`src/rmsdb_pkg.sv`:
```
// Shared types and constants for the frame RMS / dBFS level meter.
`default_nettype none
package rmsdb_pkg;
  localparam int MAX_SAMPLES = 32768;
  localparam int SUM_W       = 62;
  localparam int CNT_W       = 16;
  localparam int PROD_W      = 47;
  localparam int QDEPTH      = 2;
  localparam int QPTR_W      = $clog2(QDEPTH);
  localparam logic signed [16:0] DB_SILENT = -17'sd24653;
  localparam logic [16:0]        DB_MIN_MAG = 17'd49152;
  localparam logic [17:0]        DB_SCALE   = 18'd197283;

  // one finished frame handed from the accumulator to the math engine
  typedef struct packed {
    logic [SUM_W-1:0] sum;
    logic [CNT_W-1:0] count;
    logic             ovf;
  } frame_t;
endpackage
`default_nettype wire

```
`src/rmsdb_front.sv`:
```
// Front end: accepts samples, squares them and accumulates per frame.
`default_nettype none
module rmsdb_front import rmsdb_pkg::*; (
  input  wire logic               clk,
  input  wire logic               rst_n,
  input  wire logic               in_valid,
  output logic                    in_ready,
  input  wire logic signed [23:0] in_sample,
  input  wire logic               in_has_sample,
  input  wire logic               in_frame_last,
  output logic                    push,
  output frame_t                  push_data,
  input  wire logic               q_ready
);
  logic             s1_valid_r, s1_valid_nxt;
  logic [PROD_W-1:0] s1_prod_r;
  logic             s1_last_r;
  logic [CNT_W-1:0] s1_cnt_r;
  logic             s1_ovf_r;
  logic [CNT_W-1:0] cnt_r, cnt_nxt;
  logic             ovf_r, ovf_nxt;
  logic [SUM_W-1:0] acc_r, acc_nxt, total;
  logic             accept, consume, add;
  logic [23:0]      mag;

  assign consume  = s1_valid_r && (!s1_last_r || q_ready);
  assign in_ready = !s1_valid_r || consume;
  assign accept   = in_valid && in_ready;
  assign add      = in_has_sample && (cnt_r < CNT_W'(MAX_SAMPLES));
  assign mag      = in_sample[23] ? 24'(-in_sample) : 24'(in_sample);
  assign total    = acc_r + SUM_W'(s1_prod_r);
  assign push     = consume && s1_last_r;
  assign push_data = '{sum: total, count: s1_cnt_r, ovf: s1_ovf_r};

  always_comb begin
    cnt_nxt      = cnt_r;
    ovf_nxt      = ovf_r;
    s1_valid_nxt = consume ? 1'b0 : s1_valid_r;
    acc_nxt      = acc_r;
    if (consume) acc_nxt = s1_last_r ? '0 : total;
    if (accept) begin
      s1_valid_nxt = 1'b1;
      cnt_nxt = in_frame_last ? '0 : cnt_r + CNT_W'(add);
      ovf_nxt = in_frame_last ? 1'b0 : (ovf_r | (in_has_sample & ~add));
    end
  end

  always_ff @(posedge clk) begin
    if (!rst_n) begin
      s1_valid_r <= 1'b0;
      cnt_r      <= '0;
      ovf_r      <= 1'b0;
      acc_r      <= '0;
    end else begin
      s1_valid_r <= s1_valid_nxt;
      cnt_r      <= cnt_nxt;
      ovf_r      <= ovf_nxt;
      acc_r      <= acc_nxt;
    end
    if (accept) begin
      s1_prod_r <= add ? PROD_W'(mag * mag) : '0;
      s1_last_r <= in_frame_last;
      s1_cnt_r  <= cnt_r + CNT_W'(add);
      s1_ovf_r  <= ovf_r | (in_has_sample & ~add);
    end
  end
endmodule
`default_nettype wire

```
`config.mk`:
```
export PLATFORM = sky130hd
export DESIGN_NAME = rmsdb_front
export DESIGN_NICKNAME = d
export VERILOG_FILES = /design/src/rmsdb_pkg.sv /design/src/rmsdb_front.sv
export SDC_FILE = /design/constraint.sdc
export NUM_CORES = 1
export LEC_CHECK = 0
export BUFFER_PORTS_ARGS = -buffer_cell sky130_fd_sc_hd__buf_4
export CAP_MARGIN = 15
export CELL_PAD_IN_SITES_DETAIL_PLACEMENT = 0
export CELL_PAD_IN_SITES_GLOBAL_PLACEMENT = 1
export CORE_MARGIN = 4
export CORE_UTILIZATION = 37
export CTS_BUF_LIST = sky130_fd_sc_hd__clkbuf_8 sky130_fd_sc_hd__clkbuf_16
export CTS_CLUSTER_DIAMETER = 200
export CTS_CLUSTER_SIZE = 14
export DETAILED_ROUTE_END_ITERATION = 10
export PLACE_DENSITY_LB_ADDON = 0.1
export SLEW_MARGIN = 0
export SYNTH_ARGS = -nofsm -noshare
export SYNTH_HDL_FRONTEND = slang
export SYNTH_SLANG_ARGS = --single-unit
```
`constraint.sdc`:
```
create_clock -name clk -period 11.3 [get_ports clk]
set_input_delay 1.13 -clock clk [delete_from_list [all_inputs] [get_ports clk]]
set_output_delay 1.13 -clock clk [all_outputs]
set_load 0.005 [all_outputs]
```
### Yosys cells after proc, flatten, opt, wreduce, memory -nomap -nowiden

Cells that the tools add are included.

| word-level totals | value |
|---|---|
| register bits | 145 |
| input bits | 30 |
| output and inout bits | 81 |
| word-level logic and storage cells | 31 |

| operators by class | value |
|---|---|
| add/subtract/negate cells | 3 |
| multiply operators | 1 |
| $lt $le $gt $ge | 1 |
| muxes and demuxes | 6 |
| bitwise logic cells | 3 |
| reductions and logical operators | 9 |

Operator list:

| cell | number |
|---|---|
| 62-bit by 47-bit adder with 62-bit output | 1 |
| 62-bit two-way mux | 1 |
| 24-bit by 24-bit multiplier with 47-bit output | 1 |
| 24-bit two-way mux | 1 |
| 24-bit negation | 1 |
| 16-bit by 1-bit adder with 16-bit output | 1 |
| 16-bit < comparator (second input constant) | 1 |
| 16-bit two-way mux | 1 |
| 1-bit logical AND | 4 |
| 1-bit two-way mux | 3 |
| 1-bit zero test | 2 |
| 1-bit logical OR | 2 |
| 2-bit nonzero test | 1 |
| 1-bit bitwise AND | 1 |
| 1-bit NOT | 1 |
| 1-bit OR | 1 |

### Depth between registers and ports, before layout

Gate-level depths: netlist of the first run.

| depth | value |
|---|---|
| word-level depth | 6 |
| mapped depth | 38 |
| mapped depth without buffers | 34 |

### Worst setup path after synthesis of the first run

Ideal clock, no wire load.

| timing | value |
|---|---|
| kind | input-to-reg |
| from | in in_sample[0] |
| to | reg s1_prod_r[46] (data pin) |
| library setup time | 269 ps |
| data arrival time | 9,579 ps |
| required time | 11,031 ps |
| path slack | 1,452 ps |
| stages | 31 |
| path buffers | 3 |
| path through | clkbuf_1 inv_1 clkbuf_1 ha_1 nand2b_1 or3_1 o41ai_1 xnor2_1 clkinv_1 nor2_1 inv_1 fa_1 inv_1 fa_1 fa_1 fa_1 fa_1 fa_1 inv_1 fa_1 inv_1 ha_1 clkbuf_1 and4_1 a221o_1 a221oi_1 a21oi_1 or2_2 a2111oi_0 o31a_1 nor3_1 |

| on the way | value |
|---|---|
| cells in the longest elaborated chain, start to end | 3 |

Ends and longest elaborated chain:

| element | line | RTL |
|---|---|---|
| start, declared | rmsdb_front.sv:8 | `input wire logic signed [23:0] in_sample,` |
| 24-bit negation | rmsdb_front.sv:30 | `assign mag = in_sample[23] ? 24'(-in_sample) : 24'(in_sample);` |
| 24-bit two-way mux * | rmsdb_front.sv:30 |  |
| 24-bit by 24-bit multiplier with 47-bit output * | rmsdb_front.sv:61 | `s1_prod_r <= add ? PROD_W'(mag * mag) : '0;` |
| end signal, assigned | rmsdb_front.sv:61 |  |
| end, declared | rmsdb_front.sv:16 | `logic [PROD_W-1:0] s1_prod_r;` |

Every way passes the cells marked *; elsewhere a longest branch is shown, timed or not.
A chain may end at the register's enable or synchronous reset.

### Worst setup path after layout of the first run

Same ends and word-level chain as after synthesis.

==> results of run 1 <==
[through the flow]
stage               std cells  hold WS (ns)  utilization  instance area (µm²)
floorplan                2795         0.429            -                24800
global placement         3712         0.446        0.404                26600
detailed placement       3713         0.457        0.404                26600
CTS                      3745         0.467        0.413                27200
global route             3745         0.504        0.413                27200
finish                   3745         0.466        0.413                27200
[worst max path at each step]
stage / startpoint / endpoint / slack, ns / cells past startpoint
floorplan: in_sample[0] / s1_prod_r[46] / 1.45 / 31
global placement: in_sample[0] / s1_prod_r[46] / 0.82 / 27
detailed placement: in_sample[0] / s1_prod_r[46] / 0.70 / 27
CTS: in_sample[0] / s1_prod_r[46] / 1.15 / 27
global route: in_sample[0] / s1_prod_r[46] / 0.66 / 27
finish: in_sample[0] / s1_prod_r[46] / 1.08 / 27
[cell type report]
type	instances	area, µm²	area share
Clock buffer	17	425	0.0156
Inverter	612	2300	0.0844
Tap cell	864	1080	0.0397
Multi-Input combinational cell	1942	18600	0.683
Timing Repair Buffer	151	1130	0.0416
Sequential cell	144	3520	0.129
Clock inverter	15	168	0.00616
[sequential cells by signal, indices dropped and copies added (netlist names)]
signal / count
acc_r: 62
cnt_r: 16
ovf_r: 1
s1_cnt_r: 16
s1_last_r: 1
s1_ovf_r: 1
s1_prod_r: 46
s1_valid_r: 1
[synth_stat cells, drive strengths merged, types with 57 or more instances]
cell type / number / area, µm²
dfxtp: 80 / 1600
nor2: 249 / 935
o21ai: 89 / 453
xnor2: 75 / 672
a21oi: 121 / 609
fa: 425 / 8510
nand2: 262 / 983
a21o: 57 / 429
ha: 216 / 2700
edfxtp: 64 / 1920
inv: 608 / 2280
xor2: 57 / 499
clkbuf: 84 / 315
[per-layer routing]
metal  routed length, µm  vias to the layer above  part of all wire  GRT usage
met5                   0                        -                 0          0
met4                1060                        0             0.015     0.0391
met3                2500                       48             0.035     0.0175
met2               33100                      362              0.46      0.342
met1               34600                     9413              0.49      0.293
li1                    -                     8970                 -          -
[critical path, delay by kind of cell]
family                   cells  cell delay (ns)
AND/OR/NAND/NOR              6             1.91
AO/OA/AOI/OAI                6             1.92
buffers and inverters        6             1.00
adder cells (fa/ha/maj)      8             3.99
XOR/XNOR                     1             0.39
[logic make-up after synthesis]
kind of cell / Yosys count / synth area share
buffers and inverters: 709 / 0.108
adder cells (fa/ha/maj): 641 / 0.453
AND/OR/NAND/NOR: 713 / 0.130
other: 2 / 0.000304
flip-flops: 144 / 0.142
XOR/XNOR: 132 / 0.0474
AO/OA/AOI/OAI: 436 / 0.117
multiplexers: 3 / 0.00121
==> qor.csv, run 1 <==
stage;metric;value;unit
worst_setup_path;regToRegEndpoint;acc_r[60];
sta;worstMarginPinSlew;1.12;ns
clock_network;post_cts_buffers;0;
synth;ys_seq_elements;144;
global_route;grt_pass1_wl;114000;µm
worst_setup_path;end_kind;flip-flop;
synth;ys_seq_area_frac;0.142;
worst_setup_path;reg2reg_slack;7.61;ns
clock_network;cts_root_buf;clkbuf_16;
run;maxCapViolations;0;
clock_network;clk_pin_slew;0.07;ns
clock_network;cts_hold_buf;0;
worst_setup_path;reg2regPathDepth;10;
sta;relSlewSlack;0.255;
worst_setup_path;startpoint_type;input pin;
sta;setup_viol;0;
clock_network;cts_htree_levels;4;
worst_hold_path;hold_start;acc_r[0];
sta;period_needed;10.22;ns
detailed_routing;drtPass1Iterations;5;
cells_and_area;layout.nets;3539;
cells_and_area;area_growth;10.1;%
worst_hold_path;holdPathStages;2;
place;dp_slack;0.704;ns
sta;rsz0062_at_grt;false;
clock_network;cts_buffers;17;
sta;fmax;97.9;MHz
synth;synth_area;0.0247;mm²
worst_setup_path;criticalPathCategory;input pin to flip-flop;
clock_network;cts_tree;yes;
run_status;status;finished, final reports clean;
detailed_routing;via_per_inst;5.02;
worst_hold_path;min_to;acc_r[0];
worst_setup_path;cpPeakStageDelay;0.60;ns
cells_and_area;n_antenna_cell;0;
global_route;track_usage;0.204;
place;io_buffers;110;
synth;ys.flop_type;dfxtp_1;
sta;setup_tns;0;ns
synth;ys_warn_count;0;
clock_network;cts_sinks;144;
die;rows;94;
worst_setup_path;r2r_start;s1_prod_r[13];
clock_network;clk_latency;0.43;ns
die;initial_core_util;0.375;
cells_and_area;n_fill_cell;6648;
worst_setup_path;critPathSlowestCell;inv_1;
cells_and_area;drive_above_1_share;0.0771;
detailed_routing;drtAntennaViolNets;0;
sta;post-route-period-util;0.904;
die;ios;111;
detailed_routing;via_count;18800;
synth;synth-edff-count;64;
global_route;antenna_found_initial;0;
sta;hold_violations;0;
clock_network;clock_path_buffers;2;
synth;synth.distinct_cells;83;
worst_setup_path;cp_max_fo;14;
clock_network;cts_resized;0;
sta;slew_viol_final;0;
cells_and_area;final_cell_mix;inv_1 (604), fa_1 (425), nand2_1 (262);
synth;netlist_instances;2780;
global_route;grt_max_degree;56;
die;die_area;0.0710;mm²
worst_hold_path;worstHoldPathType;flip-flop to flip-flop;
die;core_area;0.0660;mm²
place;routabilityCongestion;0.904;
die;die_h;267;µm
detailed_routing;wl_per_cell;19.0;µm
global_route;grt_pass1_vias;20100;
place;hpwlAfterDp;59100;µm
cells_and_area;final_common_cell;inv_1;
synth;synthArstFlopShare;0;
sta;worst_slack;1.08;ns
worst_setup_path;required;11.46;ns
global_route;overflow;0;
detailed_routing;drt-total-wl;71300;µm
detailed_routing;drtIter0Drc;1172;
worst_setup_path;crit_top_cell;fa_1;
synth;synth_area_per_cell;8.89;µm²
die;fp.dieW;267;µm
detailed_routing;drc;0;
worst_setup_path;worstPathArrival;10.38;ns
sta;skew;0.0128;ns
Power of run 1 is not shown: default switching activity piles up to over one toggle a cycle in this logic, so the estimate is an artifact.
==> inputs of run 2 (changes only) <==
--- a/config.mk
+++ b/config.mk
@@ -16,7 +16,6 @@
 export CTS_CLUSTER_SIZE = 14
 export DETAILED_ROUTE_END_ITERATION = 10
 export PLACE_DENSITY_LB_ADDON = 0.1
-export SLEW_MARGIN = 0
 export SYNTH_ARGS = -nofsm -noshare
 export SYNTH_HDL_FRONTEND = slang
 export SYNTH_SLANG_ARGS = --single-unit
==> constraint.sdc (replaced) <==
create_clock -name clk -period 11.75 [get_ports clk]
set_input_delay 1.175 -clock clk [delete_from_list [all_inputs] [get_ports clk]]
set_output_delay 1.175 -clock clk [all_outputs]
set_load 0.005 [all_outputs]
==> run 2 against run 1 <==
Final area about the same. First-iteration DRC count decreased by 12%. Worst setup slack improved by 0.43 ns. Critical endpoint unchanged. Largest cell class unchanged.
==> qor.csv, run 2 (synthesis gave the netlist of run 1 again) <==
stage;metric;value;unit;change
global_route;grt_pass1_wl;115000;µm;was 114,000 µm
worst_setup_path;crit_buf_inv;7;;was 6
clock_network;cts_resized;0;;unchanged
detailed_routing;drtPass1Iterations;5;;unchanged
die;rows;94;;unchanged
clock_network;clk_latency;0.44;ns;was 0.43 ns
global_route;track_usage;0.207;;was 0.204
sta;fmax;97.6;MHz;
cells_and_area;layout.nets;3535;;was 3,539
die;die_area;0.0710;mm²;unchanged
sta;setup_viol;0;;unchanged
detailed_routing;drt-total-wl;72100;µm;was 71,300 µm
cells_and_area;drive_above_1_share;0.0761;;was 0.0771
die;initial_core_util;0.375;;unchanged
cells_and_area;n_antenna_cell;0;;unchanged
die;ios;111;;unchanged
place;hpwlAfterDp;59200;µm;was 59,100 µm
sta;relSlewSlack;0.245;;was 0.255
cells_and_area;final_common_cell;inv_1;;unchanged
place;dp.cells;3707;;was 3,713
sta;skew;0.0126;ns;was 0.0128 ns
run_status;status;finished, final reports clean;;unchanged
detailed_routing;drc;0;;unchanged
worst_setup_path;criticalPathCategory;input pin to flip-flop;;unchanged
worst_setup_path;worstPathArrival;10.42;ns;was 10.38 ns
place;routabilityCongestion;0.916;;was 0.904
worst_setup_path;end_kind;flip-flop;;unchanged
detailed_routing;via_per_inst;5.05;;was 5.02
worst_setup_path;cp_top_family;adder cells;;unchanged
detailed_routing;drtAntennaViolNets;0;;unchanged
global_route;grt_max_degree;56;;unchanged
worst_hold_path;worstHoldPathType;flip-flop to flip-flop;;unchanged
worst_setup_path;cp_max_fo;12;;was 14
worst_setup_path;cpPeakStageDelay;0.59;ns;was 0.60 ns
worst_setup_path;critPathSlowestCell;or4_1;;was inv_1
sta;hold_violations;0;;unchanged
worst_setup_path;startpoint_type;input pin;;unchanged
detailed_routing;via_count;18900;;was 18,800
cells_and_area;area_growth;10.1;%;about the same
sta;rsz0062_at_grt;false;;unchanged
worst_setup_path;crit_top_cell;fa_1;;unchanged
clock_network;cts_sinks;144;;unchanged
clock_network;clk_pin_slew;0.07;ns;about the same
global_route;grt_pass1_vias;20400;;was 20,100
place;io_buffers;110;;unchanged
sta;setup_tns;0;ns;unchanged
clock_network;cts_htree_levels;4;;unchanged
sta;worst_slack;1.51;ns;was 1.08 ns
sta;period_needed;10.24;ns;
die;fp.dieW;267;µm;unchanged
cells_and_area;final_cells;3741;;was 3,745
global_route;overflow;0;;unchanged
clock_network;cts_buffers;17;;unchanged
clock_network;cts_hold_buf;0;;unchanged
cells_and_area;top_register;acc_r;;unchanged
cells_and_area;top_regs;acc_r (62), s1_prod_r (46);;unchanged
detailed_routing;drtIter0Drc;1037;;was 1,172
place;dp_slack;1.11;ns;was 0.704 ns
global_route;antenna_found_initial;1;;was 0
clock_network;clock_path_buffers;2;;unchanged
die;core_area;0.0660;mm²;unchanged
worst_setup_path;required;11.93;ns;was 11.46 ns
clock_network;cts_tree;yes;;unchanged
sta;post-route-period-util;0.872;;
sta;slew_viol_final;0;;unchanged
sta;worstMarginPinSlew;1.13;ns;was 1.12 ns
cells_and_area;largest_reg_flops;62;;unchanged
cells_and_area;final_cell_mix;inv_1 (604), fa_1 (425), nand2_1 (262);;unchanged
detailed_routing;wl_per_cell;19.3;µm;was 19.0 µm
clock_network;post_cts_buffers;0;;unchanged
run;maxCapViolations;0;;unchanged
die;die_h;267;µm;unchanged
clock_network;cts_root_buf;clkbuf_16;;unchanged
## run 2: metrics by stage
stage | utilization | hold slack, ns | area [µm²]
floorplan | - | 0.429 | 24800
global placement | 0.403 | 0.443 | 26600
detailed placement | 0.403 | 0.457 | 26600
CTS | 0.412 | 0.468 | 27200
global route | 0.413 | 0.492 | 27200
finish | 0.413 | 0.463 | 27200
## run 2: final timing paths
kind | slack (ns) | from | endpoint | depth (start not counted)
setup / recovery | 1.51 | in_sample[10] | s1_prod_r[46] | 30
hold / removal | 0.46 | acc_r[2] | acc_r[2] | 2
setup reg to reg | 7.97 | s1_prod_r[26] | acc_r[53] | 10
hold reg to reg | 0.46 | acc_r[2] | acc_r[2] | 2
## run 2: cell type report
class                      instances  area [µm²]
tap                              864        1080
multi-input combinational       1942       18600
clock inverter                    13         143
timing repair buffer             147        1120
inverter                         612        2300
fill                            6665       38800
clock buffer                      19         453
sequential                       144        3520
## run 2: routing by layer
| metal | vias up | track usage | share of wire |
|---|---|---|---|
| met2 | 405 | 0.346 | 0.46 |
| met5 | - | 0 | 0 |
| met3 | 71 | 0.0149 | 0.036 |
| met4 | 0 | 0.0460 | 0.020 |
| met1 | 9465 | 0.296 | 0.48 |
| li1 | 8969 | - | - |
## run 2: worst reg2reg max path: cells and delay by family, from the launching register on
| family | cells | cell delay [ns] |
|---|---|---|
| compound gates | 7 | 2.61 |
| fa+ha+maj | 1 | 0.43 |
| flops | 1 | 0.39 |
| simple gates | 2 | 0.29 |
Power of run 2 is left out for the same reason.
