--- src/rmsdb_pkg.sv ---
// Shared types and constants for the frame RMS / dBFS level meter.
`default_nettype none
package rmsdb_pkg;
  localparam int MAX_SAMPLES = 32768;
  localparam int SUM_W       = 62;
  localparam int CNT_W       = 16;
  localparam int PROD_W      = 47;
  localparam int QDEPTH      = 2;
  localparam int QPTR_W      = $clog2(QDEPTH);
  localparam logic signed [16:0] DB_SILENT = -17'sd24653;
  localparam logic [16:0]        DB_MIN_MAG = 17'd49152;
  localparam logic [17:0]        DB_SCALE   = 18'd197283;

  // one finished frame handed from the accumulator to the math engine
  typedef struct packed {
    logic [SUM_W-1:0] sum;
    logic [CNT_W-1:0] count;
    logic             ovf;
  } frame_t;
endpackage
`default_nettype wire

--- src/rmsdb_queue.sv ---
// Short frame queue between accumulator and math engine.
`default_nettype none
module rmsdb_queue import rmsdb_pkg::*; (
  input  wire logic   clk,
  input  wire logic   rst_n,
  input  wire logic   push,
  input  frame_t      push_data,
  output logic        q_ready,
  output logic        q_valid,
  output frame_t      q_data,
  input  wire logic   pop
);
  frame_t              mem_r [QDEPTH];
  logic [QPTR_W-1:0]   wp_r, rp_r;
  logic [QPTR_W:0]     fill_r;

  assign q_ready = fill_r != (QPTR_W+1)'(QDEPTH);
  assign q_valid = fill_r != '0;
  assign q_data  = mem_r[rp_r];

  always_ff @(posedge clk) begin
    if (!rst_n) begin
      wp_r   <= '0;
      rp_r   <= '0;
      fill_r <= '0;
    end else begin
      if (push) wp_r <= (wp_r == QPTR_W'(QDEPTH-1)) ? '0 : wp_r + 1'b1;
      if (pop)  rp_r <= (rp_r == QPTR_W'(QDEPTH-1)) ? '0 : rp_r + 1'b1;
      fill_r <= fill_r + (QPTR_W+1)'(push) - (QPTR_W+1)'(pop);
    end
    if (push) mem_r[wp_r] <= push_data;
  end
endmodule
`default_nettype wire

--- config.mk ---
export PLATFORM = sky130hd
export DESIGN_NAME = rmsdb_queue
export DESIGN_NICKNAME = d
export VERILOG_FILES = /design/src/rmsdb_pkg.sv /design/src/rmsdb_queue.sv
export SDC_FILE = /design/constraint.sdc
export NUM_CORES = 1
export LEC_CHECK = 0
export ABC_CLOCK_PERIOD_IN_PS = 10200
export BUFFER_PORTS_ARGS = -buffer_cell sky130_fd_sc_hd__buf_4
export CORE_MARGIN = 2
export CORE_UTILIZATION = 56
export DETAILED_ROUTE_END_ITERATION = 12
export GPL_TIMING_DRIVEN = 0
export PLACE_DENSITY = 0.85
export SLEW_MARGIN = 20
export SYNTH_ARGS = -nofsm -noshare
export SYNTH_HDL_FRONTEND = slang
export SYNTH_SLANG_ARGS = --single-unit
--- constraint.sdc ---
create_clock -name clk -period 10.2 [get_ports clk]
set_input_delay 2.04 -clock clk [delete_from_list [all_inputs] [get_ports clk]]
set_output_delay 2.04 -clock clk [all_outputs]
set_load 0.02 [all_outputs]
Word-level counts from Yosys, hierarchy flattened:

Memory sizes are Yosys's and may differ from the RTL's. A register that Yosys moved wholly into a read port is not among the register bits.
Cells that the tools add are included.

* multiplexer cells: 6
* reduce and logical (&&, ||, !) cells: 1
* add/subtract/negate cells: 4
* equal/unequal tests: 1

Operators with widths (number)
* 2-to-1 mux 1 bit: 6
* adder 1 bit, second input constant: 2
* adder 2 x 1 -> 2 bit: 1
* != test 2 bit, second input constant: 1
* nonzero test 2 bit: 1
* subtractor 2 x 1 -> 2 bit: 1

* input bits: 83
* word-level logic and storage cells: 16
* register bits after elaboration: 4
* memories: 1
* output and inout port bits: 81
* RAM bits: 158

Memories
* mem_r: depth 2, bits a word 79, read ports 1, clocked after memory_dff 1, write ports 1, line rmsdb_queue.sv:13 `frame_t mem_r [QDEPTH];`

Depth between registers and ports, before layout:

Gate-level depths: netlist (run 1).

* depth in word-level cells: 4
* mapped depth: 6

Least setup slack after synthesis (run 1):

No wires, ideal clock.

* path kind: input to register
* start: in push
* end: mem mem_r[0][0] in the netlist's numbering (enable)
* required time: 9673 ps
* arrival time: 5526 ps
* library setup time: 527 ps
* path slack: 4147 ps
* stages on the path: 1
* cells stage by stage: nor2b_1

* word-level cells in the longest chain between the ends: 2

Ends and longest elaborated chain
* start, declared: line rmsdb_queue.sv:6 `input wire logic push,`
* 2-to-1 mux 1 bit: line rmsdb_queue.sv:31 `if (push) mem_r[wp_r] <= push_data;`
* 2-to-1 mux 1 bit (not written as such): line rmsdb_queue.sv:31
* end, declared: line rmsdb_queue.sv:13

No other way between the ends.

==> results of run 1 <==
==> final timing paths <==
path                        to  slack, ns  cells past startpoint
setup / recovery    q_data[66]       6.35                      5
hold / removal            rp_r       0.59                      2
setup reg to reg  mem_r[1][64]       8.66                      2
hold reg to reg           rp_r       0.59                      2
==> flip-flops by register name (all words and copies together), names as in the netlist, named ones only <==
| signal | count |
|---|---|
| fill_r | 2 |
| mem_r | 158 |
| rp_r | 1 |
| wp_r | 1 |
==> stage by stage <==
step / hold slack [ns] / cell area (µm²) / setup slack (ns) / util (%)
floorplan: 0.555 / 5960 / 4.15 / -
global placement: 0.565 / 7350 / 2.29 / 71.2
detailed placement: 0.578 / 7460 / 6.87 / 72.3
CTS: 0.596 / 8020 / 6.31 / 77.6
global route: 0.599 / 8020 / 6.28 / 77.6
finish: 0.594 / 8020 / 6.35 / 77.6
==> cell families (layout without fill, tap and decap cells) <==
| group | Yosys count | after routing | share of synthesized area, % |
|---|---|---|---|
| xor+xnor | 2 | 2 | 0.525 |
| flops | 163 | 163 | 81.3 |
| buf+inv | 11 | 210 | 1.20 |
| simple gates | 9 | 9 | 0.903 |
| fa+ha+maj | 2 | 2 | 0.420 |
| compound gates | 1 | 1 | 0.126 |
| mux | 79 | 79 | 15.6 |
==> placed cells by master (no fill, tap or decap), drive strengths merged <==
cell and count:
inv 4, dfxtp 5, xor2 1, xnor3 1, and2 4, clkbuf 19, or2 1, nand2 1
clkinvlp 3, clkinv 6, nor2b 3, ha 2, mux2 79, bufinv 2, edfxtp 158, buf 176
o21a 1
==> metal layers <==
layer	GRT usage, %	vias up	part of all wire (%)
li1	-	1422	-
met1	21.9	1502	37
met2	34.0	122	54
met3	6.87	19	7.5
met4	8.44	0	1.9
met5	0	-	0
==> area by class of cell <==
cell class	instances	area (µm²)	share of cell area, %
Buffer	9	63.8	0.796
Clock buffer	19	422	5.26
Clock inverter	13	134	1.67
Inverter	2	7.51	0.0937
Multi-Input combinational cell	93	1050	13.2
Sequential cell	163	4840	60.4
Tap cell	136	170	2.12
Timing Repair Buffer	167	1320	16.5
==> where the power goes <==
part	total [mW]	switching (mW)	internal, mW
sequential	0.784	0.00964	0.774
clock	0.588	0.241	0.347
combinational	0.222	0.111	0.111
==> critical path: stages, from the launching register on <==
cell and delay, ns:
dfxtp_1 0.33, buf_6 0.14, buf_6 0.16, buf_6 0.19, mux2_4 0.32, buf_4 0.16
==> metrics.md, run 1 <==
| Metric | Value |
|---|---|
| Status | `finished, final reports clean` |
| DRC | `0` |
| Post-DP HPWL | `7.42 mm` |
| Share of synthesized registers carrying an async set or reset | `0%` |
| Die height | `between 100 and 150 µm` |
| Power Total | `1.59 mW` |
| Tcrit/Tclk final | `a little under two fifths` |
| Bufs on Longest Clock Path | `2` |
| PwrDens | `199 nW/µm²` |
| Nets | `538` |
| Drt total wl | `10.9 mm` |
| Crit Path Class | `flip-flop to primary output` |
| Fraction of layout cells with a size suffix above 1 | `around three fifths` |
| Top cells by area, synth | `edfxtp_1 80%, mux2_2 13%, mux2_4 2.5%` |
| Startpoint class of the critical path | `flip-flop` |
| Initial Utilization | `around 58%` |
| Yosys top cell area share | `about four fifths` |
| GRT overflow | `0` |
| DRT Pass-1 Iters | `4` |
| Die Area | `~11000 µm²` |
| Clock slew at reported path FFs | `0.06 ns` |
| Syn Std Cell Area | `between 5000 and 6000 µm²` |
| Cell leakage power | `3.06 nW` |
| N_diodes | `0` |
| CP endpoint kind | `primary output` |
| Hold Vio Cnt, Final | `0` |
| GPL Wtd Cong | `about 0.73` |
| Reg-to-Reg Start | `wp_r` |
| EDFF count, synth | `roughly 160` |
| Min-Delay Path Class | `flip-flop to flip-flop` |
| Filler cells | `roughly 560` |
| CTS sink count | `~160` |
| Placed instance count | `570` |
| Via count | `slightly above 3000` |
| Top-count cell post-synth | `edfxtp_1` |
| Post-CTS setup buffers | `0` |
| Leading area contributor after synthesis | `edfxtp_1` |
| Die Width | `107 µm` |
| Gr usage total | `between 10% and 20%` |
| Netlist cell types | `15` |
| Root Driver | `clkbuf_8` |
| Initial drt markers | `about 170` |
| Layout area overhead | `34.5%` |
| Synth top cells by count | `158 x edfxtp_1, 69 x mux2_2, 10 x mux2_4` |
| Pin count of the biggest net entering global routing | `46` |
| Resize count post-CTS | `0` |
| WL per Instance | `18.2 µm` |
| Slew headroom | `roughly two thirds` |
| Setup TNS | `0 ns` |
| Initial antenna violation count | `0` |
| Htree depth | `4` |
| DRT antenna net count | `0` |
| Skew-Pair Late Insertion Delay | `~0.51 ns` |
| PortBufs | `about 160` |
| CP required | `a little over 8 ns` |
| Most used DFF post-synth | `edfxtp_1` |
| Cell count after synthesis | `approximately 270` |
| Clock skew | `between 0.007 and 0.008 ns` |
| Max_cap viols | `0` |
| Slew of the pin with the lowest slew margin | `around 0.51 ns` |
| Inserted Clock Buffers | `17` |
| CORE AREA | `approximately 10000 µm²` |
| RSZ-0062 raised after global routing | `false` |
| CTS tree | `built` |
| Worst vdd ir | `0.000161 V` |
| Synthesized area per cell | `about 22 µm²` |
| Endpoints failing setup | `0` |
| Hold_buf cts | `0` |
| Vias in the first global route | `roughly 3200` |
| Tmin final | `between 3 and 4 ns` |
| #FFs+latches synth | `163` |
| Fmax | `approximately 260 MHz` |
| Final Max Slew Viols | `0` |
| Row cnt | `37` |
| Final std cells w/o fill | `roughly 600` |
| HP Start | `rp_r` |
| Worst Path Arrival | `between 1.5 and 2 ns` |
| Global-route wire length before repair | `about 16 mm` |
| CP Max Fanout | `10` |
| Vias per cell | `5.09` |
| Syn nets | `352` |
| Seq/Total Area, Yosys | `between 80% and 90%` |
| YS warnings | `0` |
| Io pins | `about 160` |
(Power assumes the default switching activity.)
==> run 2, diff against run 1 <==
--- a/config.mk
+++ b/config.mk
@@ -5,13 +5,13 @@
 export SDC_FILE = /design/constraint.sdc
 export NUM_CORES = 1
 export LEC_CHECK = 0
-export ABC_CLOCK_PERIOD_IN_PS = 10200
+export ABC_CLOCK_PERIOD_IN_PS = 3200
 export BUFFER_PORTS_ARGS = -buffer_cell sky130_fd_sc_hd__buf_4
 export CORE_MARGIN = 2
-export CORE_UTILIZATION = 56
+export CORE_UTILIZATION = 47
 export DETAILED_ROUTE_END_ITERATION = 12
 export GPL_TIMING_DRIVEN = 0
-export PLACE_DENSITY = 0.85
+export PLACE_DENSITY = 0.76
 export SLEW_MARGIN = 20
 export SYNTH_ARGS = -nofsm -noshare
 export SYNTH_HDL_FRONTEND = slang
==> constraint.sdc (replaced) <==
create_clock -name clk -period 3.2 [get_ports clk]
set_input_delay 0.64 -clock clk [delete_from_list [all_inputs] [get_ports clk]]
set_output_delay 0.64 -clock clk [all_outputs]
set_load 0.02 [all_outputs]
==> run 2 against run 1 <==
Compared with the run above: core utilization is 13 points lower; largest cell class unchanged; highest routed layer unchanged; combinational power rose to 3.2 times the previous value; power rose to 3.2 times the previous value; critical endpoint is now q_data[59].
==> metrics.md, run 2 (synthesis results as in run 1) <==
| Metric | Value |
|---|---|
| Most frequent cells in the layout | `163 x buf_4, 158 x edfxtp_1, 69 x mux2_2, 17 x clkbuf_16, 10 x mux2_4 (was 163 x buf_4, 158 x edfxtp_1, 69 x mux2_2, 16 x clkbuf_16, 10 x mux2_4)` |
| Min-Delay Path Class | `input port to flip-flop (was flip-flop to flip-flop)` |
| Die Width | `117 µm (was 107 µm)` |
| Biggest register | `mem_r (unchanged)` |
| Power Total | `5.17 mW (was 1.59 mW)` |
| Via count | `3043 (was 3065)` |
| Min-Delay Path Depth | `1 (was 2)` |
| Htree depth | `4 (unchanged)` |
| CP required | `2.56 ns (was 8.16 ns)` |
| Post-DP HPWL | `7.14 mm (was 7.42 mm)` |
| Pin count of the biggest net entering global routing | `43 (was 46)` |
| Cell leakage power | `3.08 nW (was 3.06 nW)` |
| Gr usage total | `15.5% (was 19.6%)` |
| Routing usage on met1 | `17.1% (was 21.9%)` |
| Endpoints failing setup | `0 (unchanged)` |
| Initial drt markers | `283 (was 165)` |
| Slew headroom | `60.1% (was 65.9%)` |
| Met2 Use GR | `26.6% (was 34.0%)` |
| Worst Path Arrival | `1.72 ns (was 1.81 ns)` |
| Initial Utilization | `47.6% (was 57.7%)` |
| Root Driver | `clkbuf_16 (was clkbuf_8)` |
| Die height | `117 µm (was 107 µm)` |
| Clock skew | `0.00422 ns (was 0.00791 ns)` |
| RSZ-0062 raised after global routing | `false (unchanged)` |
| Placement Cell Area | `7510 µm² (was 7460 µm²)` |
| Post-CTS setup buffers | `0 (unchanged)` |
| Io pins | `164 (unchanged)` |
| Max_cap viols | `0 (unchanged)` |
| Fraction of layout cells with a size suffix above 1 | `61.4% (was 61.2%)` |
| Status | `finished, final reports clean (unchanged)` |
| PortBufs | `163 (unchanged)` |
| Layout area overhead | `35.7% (was 34.5%)` |
| N_diodes | `0 (unchanged)` |
| Initial antenna violation count | `0 (unchanged)` |
| Die Area | `13600 µm² (was 11500 µm²)` |
| Nets | `538 (unchanged)` |
| DRT Pass-1 Iters | `4 (unchanged)` |
| Skew-Pair Late Insertion Delay | `0.41 ns (was 0.51 ns)` |
| Slew of the pin with the lowest slew margin | `0.597 ns (was 0.512 ns)` |
| Clock slew at reported path FFs | `0.06 ns (about the same)` |
| CP Max Fanout | `10 (unchanged)` |
| Vias per cell | `4.77 (was 5.09)` |
| Tcrit/Tclk final | `between 70% and 80%` |
| Resize count post-CTS | `0 (unchanged)` |
| CP endpoint kind | `primary output (unchanged)` |
| CTS sink count | `163 (unchanged)` |
| WL per Instance | `16.4 µm (was 18.2 µm)` |
| Drt total wl | `10.4 mm (was 10.9 mm)` |
| Fmax | `roughly 420 MHz` |
| Vias in the first global route | `3190 (was 3183)` |
| Biggest regs | `mem_r x158, fill_r x2 (unchanged)` |
| Bufs on Longest Clock Path | `2 (unchanged)` |
| Met3 usage | `7.27% (was 6.87%)` |
| Inserted Clock Buffers | `17 (unchanged)` |
| CORE AREA | `12500 µm² (was 10300 µm²)` |
| GPL Wtd Cong | `0.686 (was 0.728)` |
| Row cnt | `41 (was 37)` |
| Hold_buf cts | `0 (unchanged)` |
| Design area | `8090 µm² (was 8020 µm²)` |
| Tmin final | `2.36 ns` |
| DRC | `0 (unchanged)` |
| Worst vdd ir | `0.000361 V (was 0.000161 V)` |
| DRT antenna net count | `0 (unchanged)` |
| GRT busiest layer | `met2 (unchanged)` |
| Startpoint class of the critical path | `flip-flop (unchanged)` |
| CTS tree | `built (unchanged)` |
| Most common cell after layout, fill and taps aside | `buf_4 (unchanged)` |
| Reg2Reg Depth | `3 (was 2)` |
| Global-route wire length before repair | `15.3 mm (was 16.3 mm)` |
| Crit Path Class | `flip-flop to primary output (unchanged)` |
| Max reg flops | `158 (unchanged)` |
| R2r setup slk | `1.61 ns (was 8.66 ns)` |
| PwrDens | `639 nW/µm² (was 199 nW/µm²)` |
| GRT overflow | `0 (unchanged)` |
| Final Max Slew Viols | `0 (unchanged)` |
| Hold Vio Cnt, Final | `0 (unchanged)` |
==> run 2: changes by cell type in the layout (fill, tap and decap cells not counted), sizes merged <==
cell,before,now
bufinv,2,3
clkbuf,19,21
clkinv,6,5
inv,4,2
==> run 2: layer usage <==
layer,vias up,wire length (µm)
met3,11,780
li1,1420,-
met5,-,0
met2,99,5540
met1,1513,4000
met4,0,117
==> run 2: area by class of cell <==
type | count | area [µm²]
clock buffer | 21 | 440
clock inverter | 11 | 138
timing repair buffer | 167 | 1330
tap | 172 | 215
buffer | 9 | 63.8
fill | 951 | 4430
sequential | 163 | 4840
multi-input combinational | 93 | 1050
inverter | 2 | 7.51
==> run 2: through the flow <==
stage | worst slack (ns) | TNS [ns] | util (%) | hold WS [ns] | instances
after detailed placement | 1.14 | 0 | 60.0 | 0.566 | 606
after global routing | 0.756 | 0 | 64.6 | 0.382 | 638
final | 0.845 | 0 | 64.6 | 0.407 | 638
after CTS | 0.800 | 0 | 64.6 | 0.387 | 638
after floorplan | 0.0403 | 0 | - | 0.555 | 267
after global placement | -1.15 | -154.05 | 59.1 | 0.568 | 602
==> run 2: path summary, 6_finish.rpt <==
kind,start,endpoint
min,push_data[50],mem_r[0][50]
max,flip-flop,q_data[59]
max reg2reg,wp_r,mem_r[0][5]
min reg2reg,rp_r,flip-flop
==> run 2: worst max-delay path: stages (launching register included) <==
cell and delay, ns:
dfxtp_1 0.32, buf_6 0.14, buf_6 0.17, buf_6 0.19, mux2_4 0.32, buf_4 0.16
==> run 2: power breakdown <==
group	total [mW]	internal, mW	switching (mW)
registers	2.50	2.47	0.0277
clock network	1.97	1.22	0.751
logic	0.703	0.356	0.347
==> run 3, diff against run 2 <==
--- a/config.mk
+++ b/config.mk
@@ -5,13 +5,13 @@
 export SDC_FILE = /design/constraint.sdc
 export NUM_CORES = 1
 export LEC_CHECK = 0
-export ABC_CLOCK_PERIOD_IN_PS = 3200
+export ABC_CLOCK_PERIOD_IN_PS = 2200
 export BUFFER_PORTS_ARGS = -buffer_cell sky130_fd_sc_hd__buf_4
 export CORE_MARGIN = 2
-export CORE_UTILIZATION = 47
+export CORE_UTILIZATION = 52
 export DETAILED_ROUTE_END_ITERATION = 12
 export GPL_TIMING_DRIVEN = 0
-export PLACE_DENSITY = 0.76
+export PLACE_DENSITY = 0.79
 export SLEW_MARGIN = 20
 export SYNTH_ARGS = -nofsm -noshare
 export SYNTH_HDL_FRONTEND = slang
==> constraint.sdc (replaced) <==
create_clock -name clk -period 2.2 [get_ports clk]
set_input_delay 0.44 -clock clk [delete_from_list [all_inputs] [get_ports clk]]
set_output_delay 0.44 -clock clk [all_outputs]
set_load 0.02 [all_outputs]
==> run 3 against run 2 <==
Compared with the run above: highest routed layer unchanged; count of clock-buffer cells in the layout grew 1; worst hold slack lost 0.19 ns; critical path type unchanged; sequential share of layout area grew 0.51 points; clock power grew 39%.
==> metrics.md, run 3 (synthesis results as in run 1) <==
| Metric | Value |
|---|---|
| Status | `finished, final reports clean (unchanged)` |
| Setup TNS | `0 ns (unchanged)` |
| Pin count of the biggest net entering global routing | `42 (was 43)` |
| Drt total wl | `10.1 mm (was 10.4 mm)` |
| Tcrit/Tclk final | `~95%` |
| Hold Vio Cnt, Final | `0 (unchanged)` |
| Fraction of layout cells with a size suffix above 1 | `60.6% (was 61.4%)` |
| Max reg flops | `158 (unchanged)` |
| Skew-Pair Late Insertion Delay | `0.40 ns (was 0.41 ns)` |
| Global-route wire length before repair | `15.9 mm (was 15.3 mm)` |
| Slew of the pin with the lowest slew margin | `0.549 ns (was 0.597 ns)` |
| PortBufs | `163 (unchanged)` |
| Initial antenna violation count | `0 (unchanged)` |
| RSZ-0062 raised after global routing | `false (unchanged)` |
| CORE AREA | `11300 µm² (was 12500 µm²)` |
| CP Max Fanout | `10 (unchanged)` |
| Via count | `3023 (was 3043)` |
| GRT overflow | `0 (unchanged)` |
| Final std cells w/o fill | `608 (was 638)` |
| Biggest regs | `mem_r x158, fill_r x2 (unchanged)` |
| Cell leakage power | `3.05 nW (was 3.08 nW)` |
| Slew headroom | `63.4% (was 60.1%)` |
| CTS tree | `built (unchanged)` |
| Min-Delay Path Class | `input port to flip-flop (unchanged)` |
| Clock skew | `0.00844 ns (was 0.00422 ns)` |
| Flop pwr share | `49.2% (was 48.3%)` |
| Clock slew at reported path FFs | `0.06 ns (about the same)` |
| Multi-input gate area | `1050 µm² (unchanged)` |
| Worst vdd ir | `0.000593 V (was 0.000361 V)` |
| Die Area | `12300 µm² (was 13600 µm²)` |
| Post-DP HPWL | `6.79 mm (was 7.14 mm)` |
| Register area | `4840 µm² (unchanged)` |
| Row cnt | `39 (was 41)` |
| Worst Path Arrival | `1.65 ns (was 1.72 ns)` |
| N_diodes | `0 (unchanged)` |
| Most common cell after layout, fill and taps aside | `buf_4 (unchanged)` |
| CP required | `1.76 ns (was 2.56 ns)` |
| Vias in the first global route | `3265 (was 3190)` |
| PwrDens | `920 nW/µm² (was 639 nW/µm²)` |
| Internal power | `5.77 mW (was 4.04 mW)` |
| Biggest register | `mem_r (unchanged)` |
| Filler cells | `737 (was 951)` |
| Die height | `111 µm (was 117 µm)` |
| Gr usage total | `17.0% (was 15.5%)` |
| Endpoints failing setup | `0 (unchanged)` |
| CP endpoint kind | `primary output (unchanged)` |
| Reg-to-Reg Start | `wp_r (unchanged)` |
| Net Sw Frac | `21.8% (about the same)` |
| Final Max Slew Viols | `0 (unchanged)` |
| Layout area overhead | `34.6% (was 35.7%)` |
| DRT antenna net count | `0 (unchanged)` |
| Hold_buf cts | `0 (unchanged)` |
| Tmin final | `2.09 ns` |
| Initial drt markers | `118 (was 283)` |
| Gate power share | `13.8% (was 13.6%)` |
| DRT Pass-1 Iters | `4 (unchanged)` |
| WL per Instance | `16.6 µm (was 16.4 µm)` |
| Die Width | `111 µm (was 117 µm)` |
| Root Driver | `clkbuf_16 (unchanged)` |
| Switching power | `1.61 mW (was 1.13 mW)` |
| Fraction of power consumed by the clock network | `37.0% (was 38.1%)` |
| Most frequent cells in the layout | `163 x buf_4, 158 x edfxtp_1, 69 x mux2_2, 17 x clkbuf_16, 10 x mux2_4 (unchanged)` |
| Io pins | `164 (unchanged)` |
| Inserted Clock Buffers | `17 (unchanged)` |
| RR Endpoint | `mem_r[1][9] (was mem_r[0][5])` |
| GPL Wtd Cong | `0.700 (was 0.686)` |
| Hold Path End | `mem_r[0][3] (was mem_r[0][50])` |
| Max_cap viols | `0 (unchanged)` |
| Fmax | `roughly 480 MHz` |
| Nets | `537 (was 538)` |
| Startpoint class of the critical path | `flip-flop (unchanged)` |
| HP Start | `push_data[3] (was push_data[50])` |
| R2r setup slk | `0.62 ns (was 1.61 ns)` |
| Reg2Reg Depth | `2 (was 3)` |
| Bufs on Longest Clock Path | `2 (unchanged)` |
| Vias per cell | `4.97 (was 4.77)` |
| Util after Layout | `70.9% (was 64.6%)` |
| Crit Path Class | `flip-flop to primary output (unchanged)` |
| Min-Delay Path Depth | `1 (unchanged)` |
| Htree depth | `4 (unchanged)` |
| CTS sink count | `163 (unchanged)` |
| DRC | `0 (unchanged)` |
| Initial Utilization | `52.7% (was 47.6%)` |
| Placed instance count | `577 (was 606)` |
-- run 3: cell count changes in the layout (fill, tap and decap cells not counted), sizes merged --
cell	change
clkinv	-2
buf	-5
bufinv	-1
clkinvlp	+2
clkbuf	+5
-- run 3: worst max-delay path by stage --
stage,endpoint,slack [ns],cells after the start
4_1_cts,q_data[2],0.03,4
2_1_floorplan,mem_r[0][0],0.12,1
3_5_place_dp,mem_r[0][75],0.44,4
6_report,q_data[18],0.11,4
5_1_grt,q_data[18],0.01,4
3_3_place_gp,mem_r[0][70],-0.59,2
-- run 3: power by group through the flow --
stage	combinational [mW]	sequential [mW]	clock, mW
global placement	0.985	3.69	0
CTS	1.03	3.63	2.78
floorplan	0.564	3.69	0
finish	1.02	3.63	2.73
global route	1.08	3.64	2.91
detailed placement	1.03	3.70	0
-- run 3: timing repair --
item,in CTS,in global routing
buffers inserted,0,0
endpoints found under the setup margin,0,31
gates resized for setup,0,4
-- run 3: area by class of cell --
class | count | area share, %
sequential | 163 | 60.4
timing repair buffer | 167 | 16.4
multi-input combinational | 93 | 13.1
clock buffer | 22 | 5.54
tap | 143 | 2.23
clock inverter | 10 | 1.37
buffer | 8 | 0.780
inverter | 2 | 0.0936
-- run 3: worst max-delay path, stage by stage, from the launching register on --
cell	delay [ns]
dfxtp_1	0.32
buf_6	0.14
buf_2	0.25
mux2_2	0.38
buf_4	0.16
-- run 3: through the flow --
step / hold slack, ns / worst slack (ns) / total power, mW / area, µm²
floorplan: 0.539 / 0.123 / 4.25 / 5970
global route: 0.196 / 0.0113 / 7.64 / 8020
detailed placement: 0.577 / 0.443 / 4.73 / 7470
finish: 0.219 / 0.108 / 7.38 / 8020
CTS: 0.195 / 0.0263 / 7.45 / 8020
global placement: 0.567 / -0.585 / 4.68 / 7370
-- run 3: routing by layer --
layer	global-route usage, %	routed length, µm
met2	29.0	5390
met5	0	0
met4	5.68	61
met3	6.94	766
met1	19.5	3900
